`config.mk`:
```
export PLATFORM = sky130hd
export DESIGN_NAME = goge_scale
export DESIGN_NICKNAME = d
export VERILOG_FILES = /design/src/rtl/core/goge_pkg.sv /design/src/rtl/core/goge_scale.sv
export SDC_FILE = /design/constraint.sdc
export NUM_CORES = 2
export LEC_CHECK = 0
export ABC_AREA = 0
export ABC_CLOCK_PERIOD_IN_PS = 7650
export BUFFER_PORTS_ARGS = -buffer_cell sky130_fd_sc_hd__buf_2
export CORE_MARGIN = 2
export CORE_UTILIZATION = 52
export CTS_BUF_LIST = sky130_fd_sc_hd__clkbuf_8
export DETAILED_ROUTE_END_ITERATION = 8
export GPL_ROUTABILITY_DRIVEN = 0
export HOLD_SLACK_MARGIN = 0.03
export MAX_ROUTING_LAYER = met4
export PLACE_DENSITY = 0.7
export SETUP_SLACK_MARGIN = 0.4
export SLEW_MARGIN = 20
export SYNTH_ARGS = -nofsm -noshare
export SYNTH_HDL_FRONTEND = slang
export SYNTH_SLANG_ARGS = --single-unit
export TNS_END_PERCENT = 20
```
`constraint.sdc`:
```
create_clock -name clock -period 7.65 [get_ports clock]
set_clock_uncertainty 0.15 [all_clocks]
set_input_delay 1.53 -clock clock [delete_from_list [all_inputs] [get_ports clock]]
set_output_delay 1.53 -clock clock [all_outputs]
set_load 0.05 [all_outputs]
```
`src/rtl/core/goge_pkg.sv`:
```
`timescale 1ns / 1ps
// ----------------------------------------------------------------------------
// goge_pkg
// Shared types, widths and constants of the Gaussian orbital grid evaluator.
// ----------------------------------------------------------------------------
package goge_pkg;

   localparam int GRID_DIM_DEFAULT = 1024;

   localparam int GRID_W   = 10;
   localparam int SPACE_W  = 24;
   localparam int COORD_W  = 32;
   localparam int INVR_W   = 24;
   localparam int CNT_W    = 4;
   localparam int VALUE_W  = 32;
   localparam int CSR_W    = 32;
   localparam int CSR_IDX_W = 3;

   localparam int GH_W     = GRID_W + SPACE_W;
   localparam int T_W      = INVR_W + 3;
   localparam int ALPHA_W  = 2 * T_W - 20;
   localparam int SQ_W     = 47;
   localparam int CROSS_W  = 48;
   localparam int R2_W     = 48;
   localparam int P_W      = 50;
   localparam int MAG_W    = 48;
   localparam int Y_W      = 29;
   localparam int TERM_W   = 31;
   localparam int EX_W     = 31;
   localparam int NTERMS   = 10;
   localparam int NSQUARE  = 5;

   // start edge to result strobe, in clock edges
   localparam int LATENCY  = 4 + 2 + 2 * NTERMS + NSQUARE + 3;

   localparam logic [CSR_IDX_W-1:0] CSR_SPACING_X = 3'd0;
   localparam logic [CSR_IDX_W-1:0] CSR_SPACING_Y = 3'd1;
   localparam logic [CSR_IDX_W-1:0] CSR_SPACING_Z = 3'd2;
   localparam logic [CSR_IDX_W-1:0] CSR_CENTER_X  = 3'd3;
   localparam logic [CSR_IDX_W-1:0] CSR_CENTER_Y  = 3'd4;
   localparam logic [CSR_IDX_W-1:0] CSR_CENTER_Z  = 3'd5;
   localparam logic [CSR_IDX_W-1:0] CSR_INV_RADIUS = 3'd6;

   localparam logic [INVR_W-1:0] INV_RADIUS_RESET = 24'h100000;

   localparam logic [3:0] KIND_S     = 4'd0;
   localparam logic [3:0] KIND_PX    = 4'd1;
   localparam logic [3:0] KIND_PY    = 4'd2;
   localparam logic [3:0] KIND_PZ    = 4'd3;
   localparam logic [3:0] KIND_DXY   = 4'd4;
   localparam logic [3:0] KIND_DXZ   = 4'd5;
   localparam logic [3:0] KIND_DYZ   = 4'd6;
   localparam logic [3:0] KIND_DX2Y2 = 4'd7;
   localparam logic [3:0] KIND_DZ2   = 4'd8;
   localparam logic [3:0] KIND_SS    = 4'd9;
   localparam logic [3:0] KIND_S1    = 4'd10;
   localparam logic [3:0] KIND_PX1   = 4'd11;
   localparam logic [3:0] KIND_PY1   = 4'd12;
   localparam logic [3:0] KIND_PZ1   = 4'd13;

   // exact floor(x / n) for x < 2^30 as (x * magic) >> shift
   localparam logic [30:0] DIV_MAGIC [1:NTERMS] = '{
      31'd1073741824, 31'd1073741824, 31'd1431655766, 31'd1073741824,
      31'd1717986919, 31'd1431655766, 31'd1227133514, 31'd1073741824,
      31'd1908874354, 31'd1717986919
   };
   localparam int DIV_SHIFT [1:NTERMS] = '{30, 31, 32, 32, 33, 33, 33, 33, 34, 34};

   typedef struct packed {
      logic [SPACE_W-1:0]        spacing_x;
      logic [SPACE_W-1:0]        spacing_y;
      logic [SPACE_W-1:0]        spacing_z;
      logic signed [COORD_W-1:0] center_x;
      logic signed [COORD_W-1:0] center_y;
      logic signed [COORD_W-1:0] center_z;
      logic [INVR_W-1:0]         inv_radius;
   } cfg_type;

   typedef struct packed {
      logic last;
      logic err;
   } tag_type;

   typedef struct packed {
      logic             last;
      logic             err;
      logic             zero;
      logic             neg;
      logic [MAG_W-1:0] mag;
   } carry_type;

endpackage

```
`src/rtl/core/goge_scale.sv`:
```
`timescale 1ns / 1ps
// ----------------------------------------------------------------------------
// goge_scale
// Polynomial magnitude times exponential, rounding, sign and saturation.
// ----------------------------------------------------------------------------
module goge_scale (
   input  logic                                 clock,
   input  logic                                 reset,
   input  logic                                 in_valid,
   input  goge_pkg::carry_type                  in_carry,
   input  logic [goge_pkg::EX_W-1:0]            in_ex,
   output logic                                 out_strobe,
   output logic signed [goge_pkg::VALUE_W-1:0]  out_value,
   output logic                                 out_err,
   output logic                                 out_last
);
   import goge_pkg::*;

   localparam int HALF = MAG_W / 2;
   localparam int A_W  = HALF + EX_W;
   localparam int B_W  = A_W + 1;
   localparam int Q_W  = P_W;

   logic            va_ff;
   carry_type       ca_ff;
   logic [A_W-1:0]  a_ff;
   logic [B_W-1:0]  b_ff;

   always_ff @(posedge clock) begin
      if (reset) va_ff <= 1'b0;
      else va_ff <= in_valid;
      ca_ff <= in_carry;
      a_ff  <= A_W'(in_carry.mag[MAG_W-1:HALF]) * A_W'(in_ex);
      b_ff  <= B_W'(in_carry.mag[HALF-1:0]) * B_W'(in_ex) + (B_W'(1) << 29);
   end

   logic            vb_ff;
   carry_type       cb_ff;
   logic [Q_W-1:0]  q_ff;
   logic [B_W-1:0]  lo_in;

   assign lo_in = B_W'({a_ff[5:0], 24'd0}) + b_ff;

   always_ff @(posedge clock) begin
      if (reset) vb_ff <= 1'b0;
      else vb_ff <= va_ff;
      cb_ff <= ca_ff;
      q_ff  <= Q_W'(a_ff >> 6) + Q_W'(lo_in >> 30);
   end

   logic                      vc_ff;
   logic signed [VALUE_W-1:0] val_ff, val_in;
   logic                      err_ff, last_ff;

   always_comb begin
      priority if (cb_ff.err) val_in = '0;
      else if (cb_ff.neg)
         val_in = (q_ff > Q_W'(33'h100000000 >> 1)) ? {1'b1, {(VALUE_W-1){1'b0}}}
                                                    : -q_ff[VALUE_W-1:0];
      else
         val_in = (q_ff > Q_W'(32'h7FFFFFFF)) ? {1'b0, {(VALUE_W-1){1'b1}}}
                                              : q_ff[VALUE_W-1:0];
   end

   always_ff @(posedge clock) begin
      if (reset) vc_ff <= 1'b0;
      else vc_ff <= vb_ff;
      val_ff  <= val_in;
      err_ff  <= cb_ff.err;
      last_ff <= cb_ff.last;
   end

   assign out_strobe = vc_ff;
   assign out_value  = val_ff;
   assign out_err    = err_ff;
   assign out_last   = last_ff;

endmodule

```
==> reports/metrics.cfg <==
[status]
status = finished with violations
violations = setup timing

[die]
die_area_mm2 = 0.1075
die_height_um = 327.9
rows = 118
io_pins = 121
chipWidth_um = 327.9
core_area_mm2 = 0.1038
start_util_pct = 52.56

[cts]
cts_tree = done
numCtsBuffers = 17
root_buffer = clkbuf_8
clkTransAtPathRegs_ns = 0.12
clk_latency_ns = 0.59
clockBufferDepth = 2
htree_levels = 4
cts_sinks = 180

[final_layout]
synthToLayoutAreaGrowth_pct = 16.01
final_area_mm2 = 0.06329
final_cell_mix = inv_1 (1,364), fa_1 (1,223), nand2_1 (840)
final_common_cell = inv_1
final_core_util_pct = 60.98
nNetsFinal = 8255
drive_gt1_share_pct = 16.05

[detailed_routing]
wl_per_cell_um = 18.34
vias = 41710
drcViolationCount = 0
wirelength_um = 144500
routed_via_density = 5.296
ant_nets = 0
dr.pass1.iters = 5
drt_first_iter_violations = 2735

[sta]
tightest_slew_ns = 0.9278
post-route-period-util_pct = 100.1
max-slew-margin-rel_pct = 37.86
rsz0062_at_grt = true
slew_violations = 0
fmax_ghz = 0.1305
hold_viol_final = 0
setup_ws_ns = -0.01140
setup_viol = 1
period_needed_ns = 7.661

[global_route]
grt_pass1_wl_um = 237100
grt.total_usage_pct = 28.79
overflow = 0
grt_pass1_vias = 45640
grt_max_degree = 31
antenna_found_initial = 11

[worst_setup_path]
max_stage_delay_ns = 0.54
worstPathArrival_ns = 7.96
critPathSlowestCell = fa_2
cp-start-kind = primary input
critPathRequiredTime_ns = 7.95
cp_common_cell = fa_1
path_class = in2reg
cp_max_fo = 7
cp-end-kind = flop

[synthesis]
synth_fp_nets = 7876
syn-cell-area_mm2 = 0.05456
synth_top_area_share_pct = 46.71
synth_top_cells_by_area = fa_1 (47%), ha_1 (9.7%), inv_1 (9.7%)
ys_ff_latch = 180
postSynthAreaPerCell_um2 = 8.952
synth_edf_count = 0
synth_top_flop_cell = dfxtp_1
synth_cell_types = 72
synthCells = 6094
yosysWarnings = 0
yosysTopAreaCell = fa_1
ys_seq_area_share_pct = 6.605
asyncSetResetFlopFracSynth_pct = 0

[place]
dp_hpwl_um = 121300
placed_area_mm2 = 0.06062
io_buffers = 119

[job]
max_cap_viol_count = 0

[worst_hold_path]
holdCritPathClass = reg2reg

[sequential cells by signal, indices dropped and copies added (netlist names)]
name and flops:
out_value 32, cb_ff 3, out_last 1, ca_ff 3
out_strobe 1, b_ff 32, vb_ff 1, out_err 1
q_ff 50, a_ff 55, va_ff 1
[worst max-delay path: cells and delay by family]
family / cells / cell delay [ns]
AND/OR/NAND/NOR: 6 / 1.13
buffers and inverters: 7 / 0.55
AO/OA/AOI/OAI: 5 / 1.01
adder cells (fa/ha/maj): 8 / 3.73
[layout make-up]
cell class / count / area, µm²
inverters: 1403 / 5266
diodes: 9 / 22.52
flip-flops and latches: 180 / 3603
fillers: 8655 / 40500
well taps: 1380 / 1727
repair buffers: 685 / 6190
clock inverters: 15 / 210.2
clock buffers: 17 / 234.0
multi-input cells: 4186 / 46040
[synthesized netlist by cell type, drive strengths merged (9+ instances only)]
master	instances
a211oi	9
a21o	55
a21oi	142
a31oi	22
and2	750
and3	21
and4	9
clkbuf	318
dfxtp	180
fa	1273
ha	423
inv	1403
nand2	860
nand2b	23
nand3	46
nand4	27
nor2	76
nor2b	16
nor3	28
o21a	9
o21ai	88
o21bai	14
o311ai	11
o31ai	12
or2	10
or3	15
xnor2	98
xor2	54
[worst paths after layout]
| check | from | to | slack, ns | cells past startpoint |
|---|---|---|---|---|
| hold reg to reg | ca_ff[50] | cb_ff[50] | 0.19 | 0 |
| setup reg to reg | a_ff[1] | q_ff[48] | 1.63 | 21 |
| setup / recovery | in_ex[17] | b_ff[47] | -0.01 | 26 |
| hold / removal | ca_ff[50] | cb_ff[50] | 0.19 | 0 |
[metal layers]
metal / global-route usage (%) / share of wire [%]
met1: 35.71 / 40
met4: 8.706 / 3.4
met2: 48.44 / 49
met3: 4.674 / 7.1
met5: - / 0
[timing repair]
item	CTS	global route
resized for setup	249	195
gates cloned	4	4
setup buffers	21	17
hold buffers	0	0
setup endpoints to repair	57	60
pin swaps	119	140
[through the flow]
step	cells	worst slack, ns	hold slack (ns)	TNS [ns]
floorplan	6094	-0.1274	0.1596	-0.4123
global placement	7788	-0.9898	0.1624	-36.67
detailed placement	7788	-1.044	0.1621	-37.59
CTS	7845	0.009645	0.1918	0
global route	7875	-0.1758	0.1941	-1.028
finish	7875	-0.01140	0.1900	-0.01140
[cell families (layout without fill, tap and decap cells)]
group,Yosys count,after routing,synth area share (%)
flip-flops,180,180,6.605
AND/OR/NAND/NOR,1912,1912,17.68
multiplexers,2,2,0.03670
XOR/XNOR,152,152,2.440
AO/OA/AOI/OAI,424,424,4.894
buffers and inverters,1728,2120,11.93
adder cells (fa/ha/maj),1696,1696,56.41
other,0,9,0
Power is not shown: default switching activity piles up to over one toggle a cycle in this logic, so the estimate is an artifact.
