File: src/rtl/core/goge_pkg.sv
`timescale 1ns / 1ps
// ----------------------------------------------------------------------------
// goge_pkg
// Shared types, widths and constants of the Gaussian orbital grid evaluator.
// ----------------------------------------------------------------------------
package goge_pkg;

   localparam int GRID_DIM_DEFAULT = 1024;

   localparam int GRID_W   = 10;
   localparam int SPACE_W  = 24;
   localparam int COORD_W  = 32;
   localparam int INVR_W   = 24;
   localparam int CNT_W    = 4;
   localparam int VALUE_W  = 32;
   localparam int CSR_W    = 32;
   localparam int CSR_IDX_W = 3;

   localparam int GH_W     = GRID_W + SPACE_W;
   localparam int T_W      = INVR_W + 3;
   localparam int ALPHA_W  = 2 * T_W - 20;
   localparam int SQ_W     = 47;
   localparam int CROSS_W  = 48;
   localparam int R2_W     = 48;
   localparam int P_W      = 50;
   localparam int MAG_W    = 48;
   localparam int Y_W      = 29;
   localparam int TERM_W   = 31;
   localparam int EX_W     = 31;
   localparam int NTERMS   = 10;
   localparam int NSQUARE  = 5;

   // start edge to result strobe, in clock edges
   localparam int LATENCY  = 4 + 2 + 2 * NTERMS + NSQUARE + 3;

   localparam logic [CSR_IDX_W-1:0] CSR_SPACING_X = 3'd0;
   localparam logic [CSR_IDX_W-1:0] CSR_SPACING_Y = 3'd1;
   localparam logic [CSR_IDX_W-1:0] CSR_SPACING_Z = 3'd2;
   localparam logic [CSR_IDX_W-1:0] CSR_CENTER_X  = 3'd3;
   localparam logic [CSR_IDX_W-1:0] CSR_CENTER_Y  = 3'd4;
   localparam logic [CSR_IDX_W-1:0] CSR_CENTER_Z  = 3'd5;
   localparam logic [CSR_IDX_W-1:0] CSR_INV_RADIUS = 3'd6;

   localparam logic [INVR_W-1:0] INV_RADIUS_RESET = 24'h100000;

   localparam logic [3:0] KIND_S     = 4'd0;
   localparam logic [3:0] KIND_PX    = 4'd1;
   localparam logic [3:0] KIND_PY    = 4'd2;
   localparam logic [3:0] KIND_PZ    = 4'd3;
   localparam logic [3:0] KIND_DXY   = 4'd4;
   localparam logic [3:0] KIND_DXZ   = 4'd5;
   localparam logic [3:0] KIND_DYZ   = 4'd6;
   localparam logic [3:0] KIND_DX2Y2 = 4'd7;
   localparam logic [3:0] KIND_DZ2   = 4'd8;
   localparam logic [3:0] KIND_SS    = 4'd9;
   localparam logic [3:0] KIND_S1    = 4'd10;
   localparam logic [3:0] KIND_PX1   = 4'd11;
   localparam logic [3:0] KIND_PY1   = 4'd12;
   localparam logic [3:0] KIND_PZ1   = 4'd13;

   // exact floor(x / n) for x < 2^30 as (x * magic) >> shift
   localparam logic [30:0] DIV_MAGIC [1:NTERMS] = '{
      31'd1073741824, 31'd1073741824, 31'd1431655766, 31'd1073741824,
      31'd1717986919, 31'd1431655766, 31'd1227133514, 31'd1073741824,
      31'd1908874354, 31'd1717986919
   };
   localparam int DIV_SHIFT [1:NTERMS] = '{30, 31, 32, 32, 33, 33, 33, 33, 34, 34};

   typedef struct packed {
      logic [SPACE_W-1:0]        spacing_x;
      logic [SPACE_W-1:0]        spacing_y;
      logic [SPACE_W-1:0]        spacing_z;
      logic signed [COORD_W-1:0] center_x;
      logic signed [COORD_W-1:0] center_y;
      logic signed [COORD_W-1:0] center_z;
      logic [INVR_W-1:0]         inv_radius;
   } cfg_type;

   typedef struct packed {
      logic last;
      logic err;
   } tag_type;

   typedef struct packed {
      logic             last;
      logic             err;
      logic             zero;
      logic             neg;
      logic [MAG_W-1:0] mag;
   } carry_type;

endpackage

File: src/rtl/core/goge_expo.sv
`timescale 1ns / 1ps
// ----------------------------------------------------------------------------
// goge_expo
// Exponent argument alpha*r2 in two split products, range check and
// polynomial magnitude, over two register stages.
// ----------------------------------------------------------------------------
module goge_expo (
   input  logic                              clock,
   input  logic                              reset,
   input  logic                              in_valid,
   input  goge_pkg::tag_type                 in_tag,
   input  logic [goge_pkg::R2_W-1:0]         in_r2,
   input  logic [goge_pkg::ALPHA_W-1:0]      in_alpha,
   input  logic signed [goge_pkg::P_W-1:0]   in_p,
   output logic                              out_valid,
   output goge_pkg::carry_type               out_carry,
   output logic [goge_pkg::Y_W-1:0]          out_y
);
   import goge_pkg::*;

   localparam int A_W = ALPHA_W + 20;
   localparam int S_W = A_W + 21;

   logic                  v5_ff;
   carry_type             c5_ff;
   logic                  big5_ff;
   logic [A_W-1:0]        ahi5_ff, alo5_ff;
   logic [P_W-1:0]        mag5_in;

   assign mag5_in = in_p[P_W-1] ? P_W'(-in_p) : P_W'(in_p);

   always_ff @(posedge clock) begin
      if (reset) v5_ff <= 1'b0;
      else v5_ff <= in_valid;
      c5_ff.last <= in_tag.last;
      c5_ff.err  <= in_tag.err;
      c5_ff.zero <= 1'b0;
      c5_ff.neg  <= in_p[P_W-1];
      c5_ff.mag  <= mag5_in[MAG_W-1:0];
      big5_ff    <= (in_r2[R2_W-1:40] != '0) && (in_alpha != '0);
      ahi5_ff    <= A_W'(in_alpha) * A_W'(in_r2[39:20]);
      alo5_ff    <= A_W'(in_alpha) * A_W'(in_r2[19:0]);
   end

   logic            v6_ff;
   carry_type       c6_ff, c6_in;
   logic [Y_W-1:0]  y6_ff;
   logic [S_W-1:0]  sum6_in;

   assign sum6_in = S_W'({ahi5_ff, 20'd0}) + S_W'(alo5_ff);

   always_comb begin
      c6_in      = c5_ff;
      c6_in.zero = big5_ff || (sum6_in[S_W-1:40] != '0);
   end

   always_ff @(posedge clock) begin
      if (reset) v6_ff <= 1'b0;
      else v6_ff <= v5_ff;
      c6_ff      <= c6_in;
      y6_ff      <= {sum6_in[39:20], 9'd0};
   end

   assign out_valid = v6_ff;
   assign out_carry = c6_ff;
   assign out_y     = y6_ff;

endmodule

File: config.mk
export PLATFORM = sky130hd
export DESIGN_NAME = goge_expo
export DESIGN_NICKNAME = d
export VERILOG_FILES = /design/src/rtl/core/goge_pkg.sv /design/src/rtl/core/goge_expo.sv
export SDC_FILE = /design/constraint.sdc
export NUM_CORES = 2
export LEC_CHECK = 0
export CAP_MARGIN = 10
export CORE_UTILIZATION = 35
export CTS_CLUSTER_SIZE = 30
export DETAILED_ROUTE_END_ITERATION = 7
export DONT_BUFFER_PORTS = 1
export REMOVE_ABC_BUFFERS = 1
export SLEW_MARGIN = 0
export SYNTH_ARGS = -nofsm -noshare
export SYNTH_HDL_FRONTEND = slang
export SYNTH_SLANG_ARGS = --single-unit
export TNS_END_PERCENT = 10
File: constraint.sdc
create_clock -name clock -period 7.5 [get_ports clock]
set_input_delay 0.75 -clock clock [delete_from_list [all_inputs] [get_ports clock]]
set_output_delay 0.75 -clock clock [all_outputs]
set_load 0.02 [all_outputs]
==> flow_results.xml <==
<?xml version="1.0" encoding="UTF-8"?>
<metrics>
  <group name="clock_network">
    <metric name="clock_insertion_delay_worst_skew" unit="ns">0.55</metric>
    <metric name="clock-sinks" unit="">214</metric>
    <metric name="cts-root-buf" unit="">sky130_fd_sc_hd__clkbuf_16</metric>
    <metric name="number_of_setup_buffers_added_after_cts" unit="">0</metric>
    <metric name="cts_tree" unit="">yes</metric>
    <metric name="cts.htree.levels" unit="">1</metric>
    <metric name="cts_buffer_depth" unit="">3</metric>
    <metric name="path_clk_slew" unit="ns">0.06</metric>
    <metric name="cts-buffers-inserted" unit="">24</metric>
    <metric name="cts-hold-fix-buffers" unit="">0</metric>
  </group>
  <group name="floorplan">
    <metric name="ios" unit="">219</metric>
    <metric name="placeableCoreArea" unit="um^2">144000</metric>
    <metric name="floorplan.initialDensity" unit="">0.353</metric>
    <metric name="die_width" unit="um">383</metric>
    <metric name="die_h" unit="um">383</metric>
    <metric name="die_outline_area" unit="um^2">147000</metric>
    <metric name="row_count" unit="">139</metric>
  </group>
  <group name="logic_synthesis">
    <metric name="synthesis.area_per_instance" unit="um^2">8.97</metric>
    <metric name="synth-async-reset-ratio" unit="">0</metric>
    <metric name="synth_ff_type" unit="">sky130_fd_sc_hd__dfxtp_1</metric>
    <metric name="syn_area" unit="um^2">50800</metric>
    <metric name="synth_edf_count" unit="">0</metric>
    <metric name="synthesis.instances" unit="">5668</metric>
    <metric name="synth_cell_type_count" unit="">72</metric>
    <metric name="synth_seq_cells" unit="">214</metric>
    <metric name="yosys_warnings" unit="">0</metric>
    <metric name="seq_area_frac_synth" unit="">0.0843</metric>
  </group>
  <group name="drt">
    <metric name="detail_route.iter0.violations" unit="">2134</metric>
    <metric name="dr_total_vias" unit="">36752</metric>
    <metric name="postRouteWirelength" unit="um">138000</metric>
    <metric name="detailedRoute.firstPassIterationCount" unit="">8</metric>
    <metric name="wl_per_cell" unit="um">18.8</metric>
    <metric name="drc" unit="">23</metric>
    <metric name="route.antenna.remaining_nets" unit="">0</metric>
    <metric name="drt-vias-per-instance" unit="">4.99</metric>
  </group>
  <group name="layout">
    <metric name="multiInputGateArea" unit="um^2">40600</metric>
    <metric name="regArea" unit="um^2">4280</metric>
    <metric name="layout.cells.most_common" unit="">sky130_fd_sc_hd__inv_1</metric>
    <metric name="finish.cell_count_without_fillers" unit="">7370</metric>
    <metric name="layout-drive-gt1-share" unit="">0.0236</metric>
    <metric name="finalNetCount" unit="">7091</metric>
    <metric name="insertedDiodeCount" unit="">0</metric>
    <metric name="mostFrequentLayoutCells" unit="">sky130_fd_sc_hd__inv_1, sky130_fd_sc_hd__fa_1, sky130_fd_sc_hd__nand2_1</metric>
    <metric name="layout.filler_cells" unit="">14546</metric>
    <metric name="postLayoutCoreUtil" unit="">0.371</metric>
    <metric name="design_area" unit="um^2">53300</metric>
    <metric name="flow.area_growth_from_synthesis" unit="%">4.96</metric>
  </group>
  <group name="worst_setup_path">
    <metric name="critical_path_peak_fanout" unit="">41</metric>
    <metric name="cp-start-kind" unit="">input pin</metric>
    <metric name="critPathCaptureType" unit="">register</metric>
    <metric name="worst_ep_required_time" unit="ns">7.96</metric>
    <metric name="worst_setup_path_category" unit="">in -&gt; reg</metric>
    <metric name="worst_ep_arrival_time" unit="ns">7.63</metric>
  </group>
  <group name="sta">
    <metric name="fin_skew" unit="ns">0.0186</metric>
    <metric name="report.final.hold_viol_count" unit="">0</metric>
    <metric name="fmaxAchievable" unit="MHz">140</metric>
    <metric name="final.period_utilization" unit="">0.955</metric>
    <metric name="grt_setup_unrepaired" unit="">no</metric>
    <metric name="worst_slew_slack_as_a_fraction_of_its_limit" unit="">0.439</metric>
    <metric name="worst_slew_pin_slew" unit="ns">0.835</metric>
    <metric name="setup_tns" unit="ns">0</metric>
    <metric name="setup_viol_count_final" unit="">0</metric>
    <metric name="final_max_slew_viol_count" unit="">0</metric>
    <metric name="layout_min_cycle_time" unit="ns">7.16</metric>
  </group>
  <group name="global_routing">
    <metric name="grt_pass1_wl" unit="um">225000</metric>
    <metric name="grt_max_degree" unit="">50</metric>
    <metric name="grt_antenna_before_repair" unit="">1</metric>
    <metric name="grt_util_all_layers" unit="">0.194</metric>
    <metric name="first_global_vias" unit="">39975</metric>
    <metric name="grt_overflow" unit="">0</metric>
  </group>
  <group name="place">
    <metric name="detailedPlacementHpwl" unit="um">101000</metric>
    <metric name="portBuffers" unit="">0</metric>
    <metric name="routabilityCongestion" unit="">0.909</metric>
    <metric name="postPlaceCellArea" unit="um^2">52500</metric>
    <metric name="place.detailed.instances" unit="">7326</metric>
  </group>
  <group name="worst_hold_path">
    <metric name="worst_hold_path_type" unit="">in -&gt; reg</metric>
  </group>
  <group name="run_status">
    <metric name="failing_checks" unit="">design-rule violations</metric>
    <metric name="run_status" unit="">finished with violations</metric>
  </group>
  <group name="job">
    <metric name="maxCapViolations" unit="">0</metric>
  </group>
</metrics>
## cells by family after synthesis
logic type | after synthesis | synth area share
AND/OR/NAND/NOR | 1745 | 0.171
XOR/XNOR | 162 | 0.0279
AO/OA/AOI/OAI | 464 | 0.0599
adder cells (fa/ha/maj) | 1505 | 0.539
multiplexers | 3 | 0.000615
flip-flops | 214 | 0.0843
other | 1 | 0.0000738
buffers and inverters | 1574 | 0.117
## registers in the layout (all words and copies together) (netlist names)
signal and count:
ahi5_ff 54, out_carry 52, c5_ff 51, alo5_ff 34, out_y 20, big5_ff 1
out_valid 1, v5_ff 1
## final timing paths
check / startpoint / end / slack (ns) / depth (start not counted)
worst max-delay path: in_alpha[16] / ahi5_ff[52]$_DFF_P_ / 0.34 / 26
worst min-delay path: in_p[0] / c5_ff[0]$_DFF_P_ / 0.23 / 0
worst max register to register: alo5_ff[20]$_DFF_P_ / out_carry[49]$_DFF_P_ / 2.92 / 14
worst min register to register: c5_ff[48]$_DFF_P_ / out_carry[48]$_DFF_P_ / 0.33 / 0
## metrics by stage
step | setup WS [ns] | hold slack, ns
final | 0.336 | 0.234
after global routing | 0.0258 | 0.202
after CTS | 0.357 | 0.195
after detailed placement | -0.175 | 0.312
after global placement | -0.133 | 0.309
after floorplan | 0.368 | 0.310
## synth_stat cells (20+ instances only)
cell                       instances  area, um^2
sky130_fd_sc_hd__a21oi_1         131         656
sky130_fd_sc_hd__and2_1          627        3920
sky130_fd_sc_hd__nand3_1          37         185
sky130_fd_sc_hd__xor2_1           37         324
sky130_fd_sc_hd__ha_1            361        4520
sky130_fd_sc_hd__dfxtp_1         214        4280
sky130_fd_sc_hd__nand2_1         834        3130
sky130_fd_sc_hd__clkbuf_1        306        1150
sky130_fd_sc_hd__nor2_1           73         274
sky130_fd_sc_hd__a21o_1           79         593
sky130_fd_sc_hd__o21ai_0          79         395
sky130_fd_sc_hd__xnor2_1         125        1090
sky130_fd_sc_hd__o21a_1           20         150
sky130_fd_sc_hd__inv_1          1257        4720
sky130_fd_sc_hd__nand4_1          39         244
sky130_fd_sc_hd__a211oi_1         20         150
sky130_fd_sc_hd__fa_1           1144       22900
## final cells by class
type | instances | area share
inverter | 1257 | 0.0884
clock inverter | 17 | 0.00410
clock buffer | 27 | 0.0121
multi-input combinational | 3888 | 0.761
tap | 1903 | 0.0446
sequential | 214 | 0.0803
timing repair buffer | 64 | 0.00901
## layer usage
layer | track usage | vias up | wire, um
met1 | 0.262 | 19075 | 60100
met5 | 0 | - | 13
met4 | 0.0320 | 2 | 2200
met3 | 0.0440 | 159 | 12100
met2 | 0.321 | 1204 | 63800
li1 | - | 16312 | -
## critical path, cell delays in order
cell and delay, ns:
sky130_fd_sc_hd__and2_1 0.18, sky130_fd_sc_hd__fa_1 0.54, sky130_fd_sc_hd__inv_1 0.05, sky130_fd_sc_hd__fa_1 0.53, sky130_fd_sc_hd__inv_1 0.05, sky130_fd_sc_hd__fa_1 0.48, sky130_fd_sc_hd__fa_1 0.59, sky130_fd_sc_hd__fa_1 0.44
sky130_fd_sc_hd__fa_1 0.54, sky130_fd_sc_hd__inv_1 0.07, sky130_fd_sc_hd__fa_1 0.48, sky130_fd_sc_hd__inv_1 0.04, sky130_fd_sc_hd__ha_1 0.29, sky130_fd_sc_hd__a21oi_1 0.06, sky130_fd_sc_hd__o21ai_0 0.21, sky130_fd_sc_hd__a221oi_1 0.15
sky130_fd_sc_hd__buf_4 0.16, sky130_fd_sc_hd__o21ai_0 0.26, sky130_fd_sc_hd__a211oi_1 0.10, sky130_fd_sc_hd__buf_4 0.15, sky130_fd_sc_hd__nor3_1 0.53, sky130_fd_sc_hd__a22oi_1 0.25, sky130_fd_sc_hd__nand4b_1 0.16, sky130_fd_sc_hd__a31oi_1 0.12
sky130_fd_sc_hd__o21ai_0 0.24, sky130_fd_sc_hd__xor2_1 0.15
## timing repair
action,in CTS,in global routing
gates resized for setup,0,1
setup endpoints to repair,0,1
hold endpoints to repair,0,0
Power is not shown: default switching activity piles up to over one toggle a cycle in this logic, so the estimate is an artifact.
